$ cat src/hdl/prq_pkg.sv
// Shared types and constants of the priority ring queue.
`default_nettype none
package prq_pkg;

	localparam int DEPTH         = 16;
	localparam int EVENT_BITS    = 16;
	localparam int PRIORITY_BITS = 8;
	localparam int ADDR_BITS     = $clog2(DEPTH);
	localparam int COUNT_BITS    = $clog2(DEPTH + 1);
	localparam int CFG_IDX_BITS  = 1;
	localparam int CFG_DATA_BITS = 5;

	// Configuration register indexes
	localparam logic [CFG_IDX_BITS-1:0] CFG_OVERWRITE = 1'd0;
	localparam logic [CFG_IDX_BITS-1:0] CFG_CAPACITY  = 1'd1;

	typedef enum logic [1:0] {
		OP_APPEND = 2'd0,
		OP_INSERT = 2'd1,
		OP_POP    = 2'd2,
		OP_CLEAR  = 2'd3
	} op_t;

	// Read offset source for the store's read port
	typedef enum logic [1:0] {
		OFF_ZERO   = 2'd0,
		OFF_K_NEXT = 2'd1,
		OFF_J_M1   = 2'd2,
		OFF_J_M2   = 2'd3
	} rd_off_t;

	typedef struct packed {
		op_t                      op;
		logic [EVENT_BITS-1:0]    event_code;
		logic [PRIORITY_BITS-1:0] event_priority;
	} req_item_t;

	typedef struct packed {
		logic                     accepted;
		logic [EVENT_BITS-1:0]    popped_event;
		logic [PRIORITY_BITS-1:0] popped_priority;
		logic [COUNT_BITS-1:0]    fill_count;
		logic                     is_empty;
		logic                     is_full;
	} rsp_item_t;

	typedef struct packed {
		logic [EVENT_BITS-1:0]    ev;
		logic [PRIORITY_BITS-1:0] pr;
	} entry_t;

	// Controller to datapath
	typedef struct packed {
		logic    load_item;
		logic    rd_en;
		rd_off_t rd_off;
		logic    k_clr;
		logic    k_inc;
		logic    j_load;
		logic    j_dec;
		logic    shift_wr;
		logic    put;
		logic    reject;
		logic    do_append;
		logic    do_pop;
		logic    do_clear;
	} prq_cmd_t;

	// Datapath to controller
	typedef struct packed {
		op_t  op;
		logic scan_stop;
		logic reject_cond;
		logic need_shift;
		logic shift_more;
		logic slot_free;
	} prq_stat_t;

endpackage
`default_nettype wire

$ cat src/hdl/prq_datapath.sv
// Datapath of the priority ring queue: entry store, indexes, scan and shift counters, result.
`default_nettype none
module prq_datapath (
	input  wire logic              clk,
	input  wire logic              arst_n,
	input  wire prq_pkg::req_item_t req_item,
	input  wire prq_pkg::prq_cmd_t  cmd,
	output prq_pkg::prq_stat_t      stat,
	input  wire logic              cfg_we,
	input  wire logic [prq_pkg::CFG_IDX_BITS-1:0]  cfg_index,
	input  wire logic [prq_pkg::CFG_DATA_BITS-1:0] cfg_data,
	output logic                   rsp_valid,
	input  wire logic              rsp_stall,
	output prq_pkg::rsp_item_t      rsp_item
);
	import prq_pkg::*;

	// Ring offset added to a base index, wrapped at the capacity in use
	function automatic logic [ADDR_BITS-1:0] phys(input logic [ADDR_BITS-1:0] base,
			input logic [COUNT_BITS-1:0] off, input logic [COUNT_BITS-1:0] cap);
		logic [COUNT_BITS:0] s;
		s = (COUNT_BITS+1)'(base) + (COUNT_BITS+1)'(off);
		if (s >= (COUNT_BITS+1)'(cap)) begin
			s = s - (COUNT_BITS+1)'(cap);
		end
		return s[ADDR_BITS-1:0];
	endfunction

	function automatic logic [ADDR_BITS-1:0] inc_wrap(input logic [ADDR_BITS-1:0] base,
			input logic [COUNT_BITS-1:0] cap);
		logic [COUNT_BITS-1:0] s;
		s = COUNT_BITS'(base) + COUNT_BITS'(1);
		if (s >= cap) begin
			s = '0;
		end
		return s[ADDR_BITS-1:0];
	endfunction

	entry_t                mem [DEPTH];
	entry_t                rdata_q;
	req_item_t             item_q;
	logic [ADDR_BITS-1:0]  wr_q, rd_q;
	logic [COUNT_BITS-1:0] cnt_q, cap_q;
	logic                  ovw_q;
	logic [COUNT_BITS-1:0] k_q;
	logic [ADDR_BITS-1:0]  j_q;
	logic                  rsp_valid_q;
	rsp_item_t             rsp_q;

	logic                  full;
	logic [COUNT_BITS-1:0] n_shift;
	logic [COUNT_BITS-1:0] j_m1;
	logic [COUNT_BITS-1:0] rd_off;
	logic [ADDR_BITS-1:0]  rd_addr;
	logic                  mem_we;
	logic [ADDR_BITS-1:0]  waddr;
	entry_t                wdata;
	logic [ADDR_BITS-1:0]  wr_d, rd_d;
	logic [COUNT_BITS-1:0] cnt_d;
	logic                  res_load;
	logic                  res_acc;
	entry_t                res_pop;
	logic [COUNT_BITS-1:0] cap_wr;

	// Status toward the controller
	always_comb begin
		full    = cnt_q >= cap_q;
		n_shift = full ? cap_q - COUNT_BITS'(1) : cnt_q;
		j_m1    = COUNT_BITS'(j_q) - COUNT_BITS'(1);
		stat.op          = item_q.op;
		stat.scan_stop   = (k_q == cnt_q) || (rdata_q.pr < item_q.event_priority);
		stat.reject_cond = full && (k_q == cnt_q);
		stat.need_shift  = n_shift > k_q;
		stat.shift_more  = j_m1 > k_q;
		stat.slot_free   = !rsp_valid_q || !rsp_stall;
	end

	// Select the read address
	always_comb begin
		case (cmd.rd_off)
			OFF_ZERO:   rd_off = '0;
			OFF_K_NEXT: rd_off = k_q + COUNT_BITS'(1);
			OFF_J_M1:   rd_off = j_m1;
			default:    rd_off = COUNT_BITS'(j_q) - COUNT_BITS'(2);
		endcase
		rd_addr = phys(rd_q, rd_off, cap_q);
	end

	// Operation results, index updates and the write port
	always_comb begin
		mem_we   = 1'b0;
		waddr    = wr_q;
		wdata    = '{ev: item_q.event_code, pr: item_q.event_priority};
		wr_d     = wr_q;
		rd_d     = rd_q;
		cnt_d    = cnt_q;
		res_load = 1'b0;
		res_acc  = 1'b0;
		res_pop  = '0;
		if (cmd.do_append) begin
			res_load = 1'b1;
			if (!full || ovw_q) begin
				res_acc = 1'b1;
				mem_we  = 1'b1;
				wr_d    = inc_wrap(wr_q, cap_q);
				if (full) begin
					rd_d = inc_wrap(rd_q, cap_q);
				end else begin
					cnt_d = cnt_q + COUNT_BITS'(1);
				end
			end
		end
		if (cmd.do_pop) begin
			res_load = 1'b1;
			if (cnt_q != '0) begin
				res_acc = 1'b1;
				res_pop = rdata_q;
				rd_d    = inc_wrap(rd_q, cap_q);
				cnt_d   = cnt_q - COUNT_BITS'(1);
			end
		end
		if (cmd.do_clear) begin
			res_load = 1'b1;
			res_acc  = 1'b1;
			wr_d     = '0;
			rd_d     = '0;
			cnt_d    = '0;
		end
		if (cmd.shift_wr) begin
			mem_we = 1'b1;
			waddr  = phys(rd_q, COUNT_BITS'(j_q), cap_q);
			wdata  = rdata_q;
		end
		if (cmd.put) begin
			res_load = 1'b1;
			res_acc  = 1'b1;
			mem_we   = 1'b1;
			waddr    = phys(rd_q, k_q, cap_q);
			if (!full) begin
				wr_d  = inc_wrap(wr_q, cap_q);
				cnt_d = cnt_q + COUNT_BITS'(1);
			end
		end
		if (cmd.reject) begin
			res_load = 1'b1;
		end
	end

	// Clamp a capacity write into 1..DEPTH
	always_comb begin
		cap_wr = COUNT_BITS'(cfg_data);
		if (cap_wr == '0) begin
			cap_wr = COUNT_BITS'(1);
		end else if (cap_wr > COUNT_BITS'(DEPTH)) begin
			cap_wr = COUNT_BITS'(DEPTH);
		end
	end

	// Entry store with registered read
	always_ff @(posedge clk) begin
		if (mem_we) begin
			mem[waddr] <= wdata;
		end
		if (cmd.rd_en) begin
			rdata_q <= mem[rd_addr];
		end
	end

	// Indexes, counters, configuration and result valid
	always_ff @(posedge clk or negedge arst_n) begin
		if (!arst_n) begin
			wr_q        <= '0;
			rd_q        <= '0;
			cnt_q       <= '0;
			ovw_q       <= 1'b0;
			cap_q       <= COUNT_BITS'(DEPTH);
			k_q         <= '0;
			j_q         <= '0;
			rsp_valid_q <= 1'b0;
		end else begin
			// A capacity write empties the queue
			if (cfg_we && (cfg_index == CFG_CAPACITY)) begin
				cap_q <= cap_wr;
				wr_q  <= '0;
				rd_q  <= '0;
				cnt_q <= '0;
			end else begin
				wr_q  <= wr_d;
				rd_q  <= rd_d;
				cnt_q <= cnt_d;
			end
			if (cfg_we && (cfg_index == CFG_OVERWRITE)) begin
				ovw_q <= cfg_data[0];
			end
			if (cmd.k_clr) begin
				k_q <= '0;
			end else if (cmd.k_inc) begin
				k_q <= k_q + COUNT_BITS'(1);
			end
			if (cmd.j_load) begin
				j_q <= n_shift[ADDR_BITS-1:0];
			end else if (cmd.j_dec) begin
				j_q <= j_q - ADDR_BITS'(1);
			end
			if (res_load) begin
				rsp_valid_q <= 1'b1;
			end else if (!rsp_stall) begin
				rsp_valid_q <= 1'b0;
			end
		end
	end

	// Item and result payload
	always_ff @(posedge clk) begin
		if (cmd.load_item) begin
			item_q <= req_item;
		end
		if (res_load) begin
			rsp_q.accepted        <= res_acc;
			rsp_q.popped_event    <= res_pop.ev;
			rsp_q.popped_priority <= res_pop.pr;
			rsp_q.fill_count      <= cnt_d;
			rsp_q.is_empty        <= cnt_d == '0;
			rsp_q.is_full         <= (cnt_d >= cap_q) && !ovw_q;
		end
	end

	assign rsp_valid = rsp_valid_q;
	assign rsp_item  = rsp_q;

endmodule
`default_nettype wire

$ cat src/hdl/prq_controller.sv
// Controller of the priority ring queue: sequences each operation over the datapath.
`default_nettype none
module prq_controller (
	input  wire logic               clk,
	input  wire logic               arst_n,
	input  wire logic               req_valid,
	output logic                    req_stall,
	input  wire prq_pkg::prq_stat_t stat,
	output prq_pkg::prq_cmd_t       cmd
);
	import prq_pkg::*;

	typedef enum logic [2:0] {
		S_IDLE,
		S_EXEC,
		S_SCAN,
		S_PRIME,
		S_SHIFT,
		S_PUT,
		S_REJECT
	} state_t;

	state_t state_q, state_d;

	// Next state and commands
	always_comb begin
		state_d = state_q;
		cmd     = '0;
		unique case (state_q)
			S_IDLE: begin
				if (req_valid) begin
					cmd.load_item = 1'b1;
					cmd.rd_en     = 1'b1;
					cmd.rd_off    = OFF_ZERO;
					state_d       = S_EXEC;
				end
			end
			S_EXEC: begin
				unique case (stat.op)
					OP_INSERT: begin
						cmd.k_clr = 1'b1;
						state_d   = S_SCAN;
					end
					OP_APPEND: begin
						if (stat.slot_free) begin
							cmd.do_append = 1'b1;
							state_d       = S_IDLE;
						end
					end
					OP_POP: begin
						if (stat.slot_free) begin
							cmd.do_pop = 1'b1;
							state_d    = S_IDLE;
						end
					end
					default: begin
						if (stat.slot_free) begin
							cmd.do_clear = 1'b1;
							state_d      = S_IDLE;
						end
					end
				endcase
			end
			S_SCAN: begin
				if (stat.scan_stop) begin
					if (stat.reject_cond) begin
						state_d = S_REJECT;
					end else if (stat.need_shift) begin
						cmd.j_load = 1'b1;
						state_d    = S_PRIME;
					end else begin
						state_d = S_PUT;
					end
				end else begin
					cmd.k_inc  = 1'b1;
					cmd.rd_en  = 1'b1;
					cmd.rd_off = OFF_K_NEXT;
				end
			end
			S_PRIME: begin
				cmd.rd_en  = 1'b1;
				cmd.rd_off = OFF_J_M1;
				state_d    = S_SHIFT;
			end
			S_SHIFT: begin
				cmd.shift_wr = 1'b1;
				cmd.j_dec    = 1'b1;
				if (stat.shift_more) begin
					cmd.rd_en  = 1'b1;
					cmd.rd_off = OFF_J_M2;
				end else begin
					state_d = S_PUT;
				end
			end
			S_PUT: begin
				if (stat.slot_free) begin
					cmd.put = 1'b1;
					state_d = S_IDLE;
				end
			end
			S_REJECT: begin
				if (stat.slot_free) begin
					cmd.reject = 1'b1;
					state_d    = S_IDLE;
				end
			end
			default: begin
				state_d = S_IDLE;
			end
		endcase
	end

	// Hold state
	always_ff @(posedge clk or negedge arst_n) begin
		if (!arst_n) begin
			state_q <= S_IDLE;
		end else begin
			state_q <= state_d;
		end
	end

	assign req_stall = state_q != S_IDLE;

endmodule
`default_nettype wire

$ cat src/hdl/priority_ring_queue_unit.sv
// Top level of the priority ring queue.
//
// A circular queue of event and priority entries, 16 deep. The request channel
// (req_valid, req_stall, req_item) carries one operation per item: append, priority
// insert, pop or clear. Each item yields one result item on the response channel
// (rsp_valid, rsp_stall, rsp_item). The config channel (cfg_valid, cfg_ready,
// cfg_index, cfg_data) sets overwrite mode and the capacity in use; write it
// only while no operation is in flight. A capacity write empties the queue.
// Append, pop and clear: the item is registered and the head entry read, then the
// operation is done and its result registered. A priority insert scans the entries
// from the head for the first one of lower priority or the end, moves the entries
// from there up by one and puts the new entry in its place. The entry store, read at
// one address per cycle, sets the pace: one entry compared per cycle in the scan and
// one entry moved per cycle in the shift. A new request is taken only in idle.
// Reset: queue empty, overwrite off, capacity 16; store contents undefined.
// A stalled response holds in its register; the next item is taken and worked
// on, and its result waits until the register frees.
`default_nettype none
module priority_ring_queue_unit (
	input  wire logic                clk,
	input  wire logic                arst_n,
	input  wire logic                req_valid,
	output logic                     req_stall,
	input  wire prq_pkg::req_item_t  req_item,
	output logic                     rsp_valid,
	input  wire logic                rsp_stall,
	output prq_pkg::rsp_item_t       rsp_item,
	input  wire logic                cfg_valid,
	output logic                     cfg_ready,
	input  wire logic [prq_pkg::CFG_IDX_BITS-1:0]  cfg_index,
	input  wire logic [prq_pkg::CFG_DATA_BITS-1:0] cfg_data
);
	import prq_pkg::*;

	prq_cmd_t  cmd;
	prq_stat_t stat;

	// Config writes are taken at any time
	assign cfg_ready = 1'b1;

	prq_controller u_ctrl (
		.clk       (clk),
		.arst_n    (arst_n),
		.req_valid (req_valid),
		.req_stall (req_stall),
		.stat      (stat),
		.cmd       (cmd)
	);

	prq_datapath u_dp (
		.clk       (clk),
		.arst_n    (arst_n),
		.req_item  (req_item),
		.cmd       (cmd),
		.stat      (stat),
		.cfg_we    (cfg_valid && cfg_ready),
		.cfg_index (cfg_index),
		.cfg_data  (cfg_data),
		.rsp_valid (rsp_valid),
		.rsp_stall (rsp_stall),
		.rsp_item  (rsp_item)
	);

endmodule
`default_nettype wire

$ cat config.mk
export PLATFORM = sky130hd
export DESIGN_NAME = priority_ring_queue_unit
export DESIGN_NICKNAME = d
export VERILOG_FILES = /design/src/hdl/prq_pkg.sv /design/src/hdl/prq_datapath.sv /design/src/hdl/prq_controller.sv /design/src/hdl/priority_ring_queue_unit.sv
export SDC_FILE = /design/constraint.sdc
export NUM_CORES = 1
export LEC_CHECK = 0
export BUFFER_PORTS_ARGS = -buffer_cell sky130_fd_sc_hd__buf_2
export CAP_MARGIN = 40
export CORE_ASPECT_RATIO = 0.6
export CORE_UTILIZATION = 45
export DETAILED_ROUTE_END_ITERATION = 10
export GPL_TIMING_DRIVEN = 0
export HOLD_SLACK_MARGIN = 0.03
export SYNTH_ARGS = -nofsm -noshare
export SYNTH_HDL_FRONTEND = slang
export SYNTH_SLANG_ARGS = --single-unit
export TNS_END_PERCENT = 5
$ cat constraint.sdc
create_clock -name clk -period 8.2 [get_ports clk]
set_input_delay 0.41 -clock clk [delete_from_list [all_inputs] [get_ports clk]]
set_output_delay 0.41 -clock clk [all_outputs]
set_load 0.03 [all_outputs]
==> flow_metrics.py, run 1 <==
metrics = {
    "logic_synthesis": {
        "syn_area_per_cell_um2": 14.8,
        "yosys.area.top_type": "edfxtp_1",
        "syn_nets": 1593,
        "ys_warn_count": 0,
        "synth_top_area_share_pct": 64.1,
        "synth_ff_type": "edfxtp_1",
        "syn_inst": 1476,
        "synth-seq-cells": 498,
        "yosysSeqAreaShare_pct": 67.7,
        "async_flop_share_pct": 6.43,
        "syn-cell-area_um2": 21800,
        "synth.distinct_cells": 65,
        "synth_edf_count": 466,
        "synth_area_leaders": "edfxtp_1 (64%), mux2i_1 (9.0%), ha_1 (4.2%)",
    },
    "route": {
        "drt_iter0_drc": 1654,
        "drt-total-wl_mm": 57.7,
        "vias": 13400,
        "viasPerCell": 5.77,
        "wire_per_inst_um": 24.8,
        "ant_nets": 0,
        "firstDrtPassIters": 5,
        "drc": 0,
    },
    "clock_tree": {
        "post_cts_resized": 0,
        "cts_root_buffer": "clkbuf_16",
        "clockBufferDepth": 3,
        "cts_hold_buf": 28,
        "cts_made_buffers": 47,
        "clkTransAtPathRegs_ps": 70,
        "cts_tree": "yes",
        "postCtsSetupRepairBufs": 0,
        "htree_num_levels": 2,
        "clock-sinks": 498,
        "clock_latency_ps": 590,
    },
    "die": {
        "dieArea_um2": 49500,
        "coreArea_um2": 47900,
        "std_cell_rows": 62,
        "die_w_um": 286,
        "io_pins": 72,
        "initial_utilization_pct": 45.6,
        "fp.dieH_um": 173,
    },
    "finish": {
        "nets": 1768,
        "syn2layout_area_growth_pct": 16.7,
        "drive_gt1_share_pct": 14.3,
        "final_area_um2": 25500,
        "final_common_cell": "edfxtp_1",
        "mostFrequentLayoutCells": "edfxtp_1 (466), mux2i_1 (197), buf_2 (107)",
        "antenna_cells": 0,
        "final_core_util_pct": 53.3,
    },
    "grt": {
        "grt_most_used_layer": "met1",
        "track_usage_pct": 23.5,
        "grtUsageMet1_pct": 37.4,
        "antenna_found_initial": 1,
        "first_global_vias": 13100,
        "grt_max_degree": 33,
        "met2_usage_pct": 32.3,
        "grt_pass1_wl_mm": 85.4,
        "use_met3_pct": 5.91,
        "overflow": 0,
    },
    "critical_path": {
        "path_depth": 25,
        "rrSetupSlack_ps": 880,
        "cp.required_ps": 8500,
        "max_stage_delay_ps": 600,
        "path_max_fanout": 10,
        "reg2reg_depth": 25,
        "rr_startpoint": "u_dp.rdata_q[2]$_DFFE_PP_",
        "critPathLaunchType": "flop",
        "cp_num_buf_inv": 4,
        "crit_slowest_cell": "or4_1",
        "path_class": "reg -> reg",
        "timing.rr.end": "u_dp.rdata_q[22]$_DFFE_PP_",
        "crit_path_end": "u_dp.rdata_q[22]$_DFFE_PP_",
        "timing.critical_path.from": "u_dp.rdata_q[2]$_DFFE_PP_",
        "cp_common_cell": "ha_1",
        "cpLargestDelayFamily": "compound AO/OA/AOI/OAI gates",
        "cp_data_arrival_time_ps": 7620,
        "crit_path_end_kind": "flop",
    },
    "job": {
        "drv_cap": 0,
    },
    "sta": {
        "period_share_pct": 89.3,
        "setup-tns-final_ps": 0,
        "skew_ps": 25.0,
        "fin_crit_ps": 7320,
        "slew_headroom_pct": 34.3,
        "maxSlewViolCount": 0,
        "rsz0062_at_grt": "no",
        "final-setup-viol-count": 0,
        "hold_slack_ps": 50.9,
        "tightest_slew_ps": 973,
        "max_freq_mhz": 137,
        "hold_viol_final": 0,
    },
    "placed_design": {
        "dpl.hpwl_mm": 39.5,
        "dpl_cell_area_um2": 23700,
        "place.gp.congestion": 0.869,
        "io_buffers": 70,
    },
    "pwr": {
        "ir_drop_v": 0.000317,
        "powerDensity_nw_per_um2": 389,
        "p_leak_uw": 0.00906,
        "power_uw": 9920,
    },
    "worst_hold_path": {
        "hp-class": "in -> reg",
    },
    "outcome": {
        "status": "complete, no violations",
    },
}
[kinds of logic (layout without fill, tap and decap cells)]
logic type               count (synthesis)  in the layout  share of synthesized area [%]
adder cells (fa/ha/maj)                 80             80                           4.79
AND/OR/NAND/NOR                        298            298                           6.90
multiplexers                           200            200                           9.18
XOR/XNOR                                40             40                           1.60
buffers and inverters                  108            321                           2.11
flip-flops                             498            498                           67.7
other                                    1              1                         0.0172
AO/OA/AOI/OAI                          251            251                           7.68
[final cells by class]
cell class / count / area (um2)
Clock inverter: 33 / 352
Buffer: 62 / 289
Sequential cell: 498 / 14800
Timing Repair Buffer: 126 / 1150
Fill cell: 3851 / 22400
Clock buffer: 54 / 1200
Multi-Input combinational cell: 870 / 6730
Tap cell: 640 / 801
Inverter: 46 / 173
[per-stage QoR]
step / std cells / worst slack, ps
global route: 2329 / 384
CTS: 2329 / 883
detailed placement: 2214 / 912
finish: 2329 / 879
floorplan: 1476 / 2350
global placement: 2186 / 1020
[synthesized netlist by cell type, drive strengths merged (4+ instances only)]
cell type,count
edfxtp,466
mux2i,197
nand2,103
o22ai,102
ha,74
nor2,49
inv,46
buf,41
o21ai,34
a21oi,33
and3,31
dfrtp,31
or4,25
xnor2,25
clkbuf,21
nand3,21
a21o,20
nand2b,17
a211oi,16
xor2,15
nor2b,14
nor3,11
a31oi,7
and2,7
fa,6
nor4,6
a22oi,5
a41oi,5
o211ai,4
o22a,4
or3,4
[metal layers]
layer  vias to the layer above  part of all wire [%]
li1                       6054                     -
met1                      6753                    48
met2                       570                    41
met3                        64                   9.5
met4                         0                   1.2
met5                         -                     0
[registers in the layout, indices dropped and copies added (netlist names)]
signal          count
u_dp.rsp_item      32
u_dp.j_q            4
u_dp.rsp_valid      1
u_dp.item_q        24
u_dp.mem          384
u_dp.cap_q          5
u_dp.k_q            5
u_dp.ovw_q          1
u_ctrl.state_q      3
u_dp.wr_q           4
u_dp.cnt_q          5
u_dp.stat           2
u_dp.rdata_q       24
u_dp.rd_q           4
[report_power, final]
group	internal [uW]	switching (uW)
sequential	3460	180
combinational	1410	2620
clock	1250	993
total	6120	3790
[worst min path at each step]
stage / depth (start not counted) / to / from
3_5_place_dp: 2 / u_dp.cap_q[3]$_DFFE_PN0P_ / u_dp.cap_q[3]$_DFFE_PN0P_
4_1_cts: 2 / u_dp.cap_q[0]$_DFFE_PN0P_ / cfg_data[4]
5_1_grt: 1 / u_dp.item_q[0]$_DFFE_PP_ / req_item[0]
2_1_floorplan: 0 / u_ctrl.state_q[0]$_DFFE_PN0P_ / arst_n
3_3_place_gp: 2 / u_dp.cap_q[3]$_DFFE_PN0P_ / u_dp.cap_q[3]$_DFFE_PN0P_
6_report: 2 / u_dp.cap_q[0]$_DFFE_PN0P_ / cfg_data[4]
Note: power is estimated with default switching activity, not from simulation.
==> run 2: changes to the inputs <==
clock period = 6.7 ns   (was 8.2 ns; I/O delays follow)
==> run 2 against run 1 <==
Net effect: utilization increased by 0.92 points; first-iteration DRC count decreased by 8.5%; final area increased by 1.7%; non-clock buffer count increased by 13; global-route usage increased by 0.074 points; clock skew decreased by 4.5 ps; register-to-register slack got worse by 630 ps; maximum frequency increased by 13%; worst setup slack got worse by 630 ps; final cell count increased by 0.60%; highest routed layer unchanged; flip-flop and latch count unchanged; routed wire length increased by 0.33%.
==> flow_metrics.py, run 2 (synthesis results as in run 1) <==
metrics = {
    "clock_tree": {
        "cts_tree": "yes",
        "cts_root_buffer": "clkbuf_16",
        "clock-sinks": 498,
        "clockBufferDepth": 3,
        "clock_latency_ps": 590,
        "cts_made_buffers": 47,
        "htree_num_levels": 2,
        "clkTransAtPathRegs_ps": 70,
    },
    "route": {
        "viasPerCell": 5.77,
        "wire_per_inst_um": 24.7,
        "vias": 13500,
        "ant_nets": 0,
        "wl_met1_mm": 28.3,
        "wl_met3_mm": 5.08,
        "drc": 0,
        "drt_iter0_drc": 1514,
        "drt-total-wl_mm": 57.9,
        "wl_met2_mm": 23.8,
        "top_layer_used": "met4",
        "firstDrtPassIters": 5,
    },
    "job": {
        "drv_cap": 0,
    },
    "critical_path": {
        "cp_data_arrival_time_ps": 6750,
        "rr_startpoint": "u_dp.j_q[1]$_DFFE_PN0P_",
        "reg2reg_depth": 26,
        "path_max_fanout": 10,
        "timing.critical_path.from": "u_dp.j_q[1]$_DFFE_PN0P_",
        "cp.required_ps": 7000,
        "crit_path_end_kind": "flop",
        "path_class": "reg -> reg",
        "critPathLaunchType": "flop",
    },
    "grt": {
        "track_usage_pct": 23.6,
        "overflow": 0,
        "first_global_vias": 13200,
        "antenna_found_initial": 1,
        "grt_max_degree": 33,
        "grt_pass1_wl_mm": 85.7,
    },
    "finish": {
        "fillCellCount": 3792,
        "syn2layout_area_growth_pct": 18.7,
        "largest_reg_flops": 384,
        "max_flop_register": "u_dp.mem",
        "nets": 1781,
        "drive_gt1_share_pct": 16.2,
        "final_core_util_pct": 54.2,
        "register_area_um2": 14800,
        "multi_input_area_um2": 6880,
        "stdcell_count": 2343,
        "mostFrequentLayoutCells": "edfxtp_1 (466), mux2i_1 (194), nand2_1 (103)",
        "final_common_cell": "edfxtp_1",
    },
    "sta": {
        "max_freq_mhz": 155,
        "fin_crit_ps": 6450,
        "slew_headroom_pct": 37.8,
        "final-setup-viol-count": 0,
        "hold_viol_final": 0,
        "tightest_slew_ps": 934,
        "rsz0062_at_grt": "yes",
        "skew_ps": 20.5,
        "period_share_pct": 96.3,
        "hold_slack_ps": 54.3,
        "maxSlewViolCount": 0,
    },
    "pwr": {
        "combinationalPowerShare_pct": 42.5,
        "p_int_uw": 7750,
        "p_leak_uw": 0.00919,
        "p_seq_share_pct": 35.6,
        "ir_drop_v": 0.000350,
        "clkPwrFrac_pct": 21.9,
        "switchingPower_uw": 4780,
        "powerDensity_nw_per_um2": 483,
        "swShare_pct": 38.1,
    },
    "die": {
        "dieArea_um2": 49500,
        "std_cell_rows": 62,
        "coreArea_um2": 47900,
        "io_pins": 72,
        "die_w_um": 286,
        "fp.dieH_um": 173,
        "initial_utilization_pct": 45.6,
    },
    "placed_design": {
        "io_buffers": 70,
        "dpl.hpwl_mm": 39.5,
        "dp.cells": 2214,
        "place.gp.congestion": 0.869,
    },
    "worst_hold_path": {
        "worstHoldStart": "cfg_data[3]",
        "hp-class": "in -> reg",
        "hold_path_depth": 3,
    },
    "outcome": {
        "status": "complete, no violations",
    },
}
## run 2: changes by cell type in the layout (fill, tap and decap cells not counted), sizes merged
cell         before  now
buf             139  144
clkbuf           75   80
dlygate4sd3      28   31
diode             0    1
## run 2: final cells by class
| class | instances | area share, % |
|---|---|---|
| multi-input combinational | 870 | 26.5 |
| antenna | 1 | 0.00965 |
| clock buffer | 54 | 4.64 |
| sequential | 498 | 57.1 |
| tap | 640 | 3.09 |
| inverter | 46 | 0.666 |
| timing repair buffer | 139 | 4.83 |
| buffer | 62 | 1.82 |
| clock inverter | 33 | 1.36 |
## run 2: routing by layer
layer | global-route usage [%] | vias to the layer above
met1 | 37.5 | 6840
met2 | 32.5 | 535
met4 | 4.26 | 0
li1 | - | 6089
met3 | 5.95 | 65
met5 | 0 | -
## run 2: critical path, cell delays in order (launching register included)
cell       delay, ps
dfrtp_2          460
inv_1            120
ha_1             200
nand2_1           60
nand2_1           80
xnor2_2          180
ha_1             320
nand3_1           90
o21bai_1         200
a31oi_2          280
nand2_1           80
o221ai_1         110
ha_1             200
inv_1             50
fa_2             610
inv_1             70
ha_1             290
a21bo_1          180
a21oi_1          140
o21a_2           190
or3b_1           400
a2bb2oi_4        200
buf_6            190
a41oi_4          390
clkbuf_2         380
o22ai_1          130
or4_1            540
## run 2: metrics by stage
stage / total power [uW] / setup WS (ps) / setup TNS [ps] / area [um2]
2_1_floorplan: 7640 / 854 / 0 / 21800
3_3_place_gp: 9150 / -484 / -11180 / 23000
3_5_place_dp: 9400 / -588 / -12210 / 23700
4_1_cts: 12200 / 26.3 / 0 / 25600
5_1_grt: 13100 / -7.77 / -8.88 / 25900
6_report: 12500 / 248 / 0 / 25900
## run 2: power by group through the flow
stage / registers [uW] / logic [uW] / clock network, uW
floorplan: 4610 / 3030 / 0
global placement: 4550 / 4600 / 0
detailed placement: 4520 / 4880 / 0
CTS: 4450 / 5020 / 2770
global route: 4490 / 5720 / 2890
finish: 4460 / 5320 / 2750
## run 2: path summary, 6_finish.rpt
check	slack, ps	endpoint
worst max-delay path	250	u_dp.rdata_q[6]$_DFFE_PP_
worst min-delay path	50	u_dp.cap_q[3]$_DFFE_PN0P_
worst max register to register	250	u_dp.rdata_q[6]$_DFFE_PP_
worst min register to register	540	u_dp.cap_q[3]$_DFFE_PN0P_
max in group asynchronous	5710	u_dp.j_q[2]$_DFFE_PN0P_
min in group asynchronous	400	u_dp.k_q[4]$_DFFE_PN0P_
## run 2: timing repair
action	CTS	global route
setup endpoints to repair	24	24
pin swaps	2	2
hold buffers	31	0
resized for setup	34	55
setup buffers	1	9
endpoints found under the hold margin	60	0
gates cloned	0	0
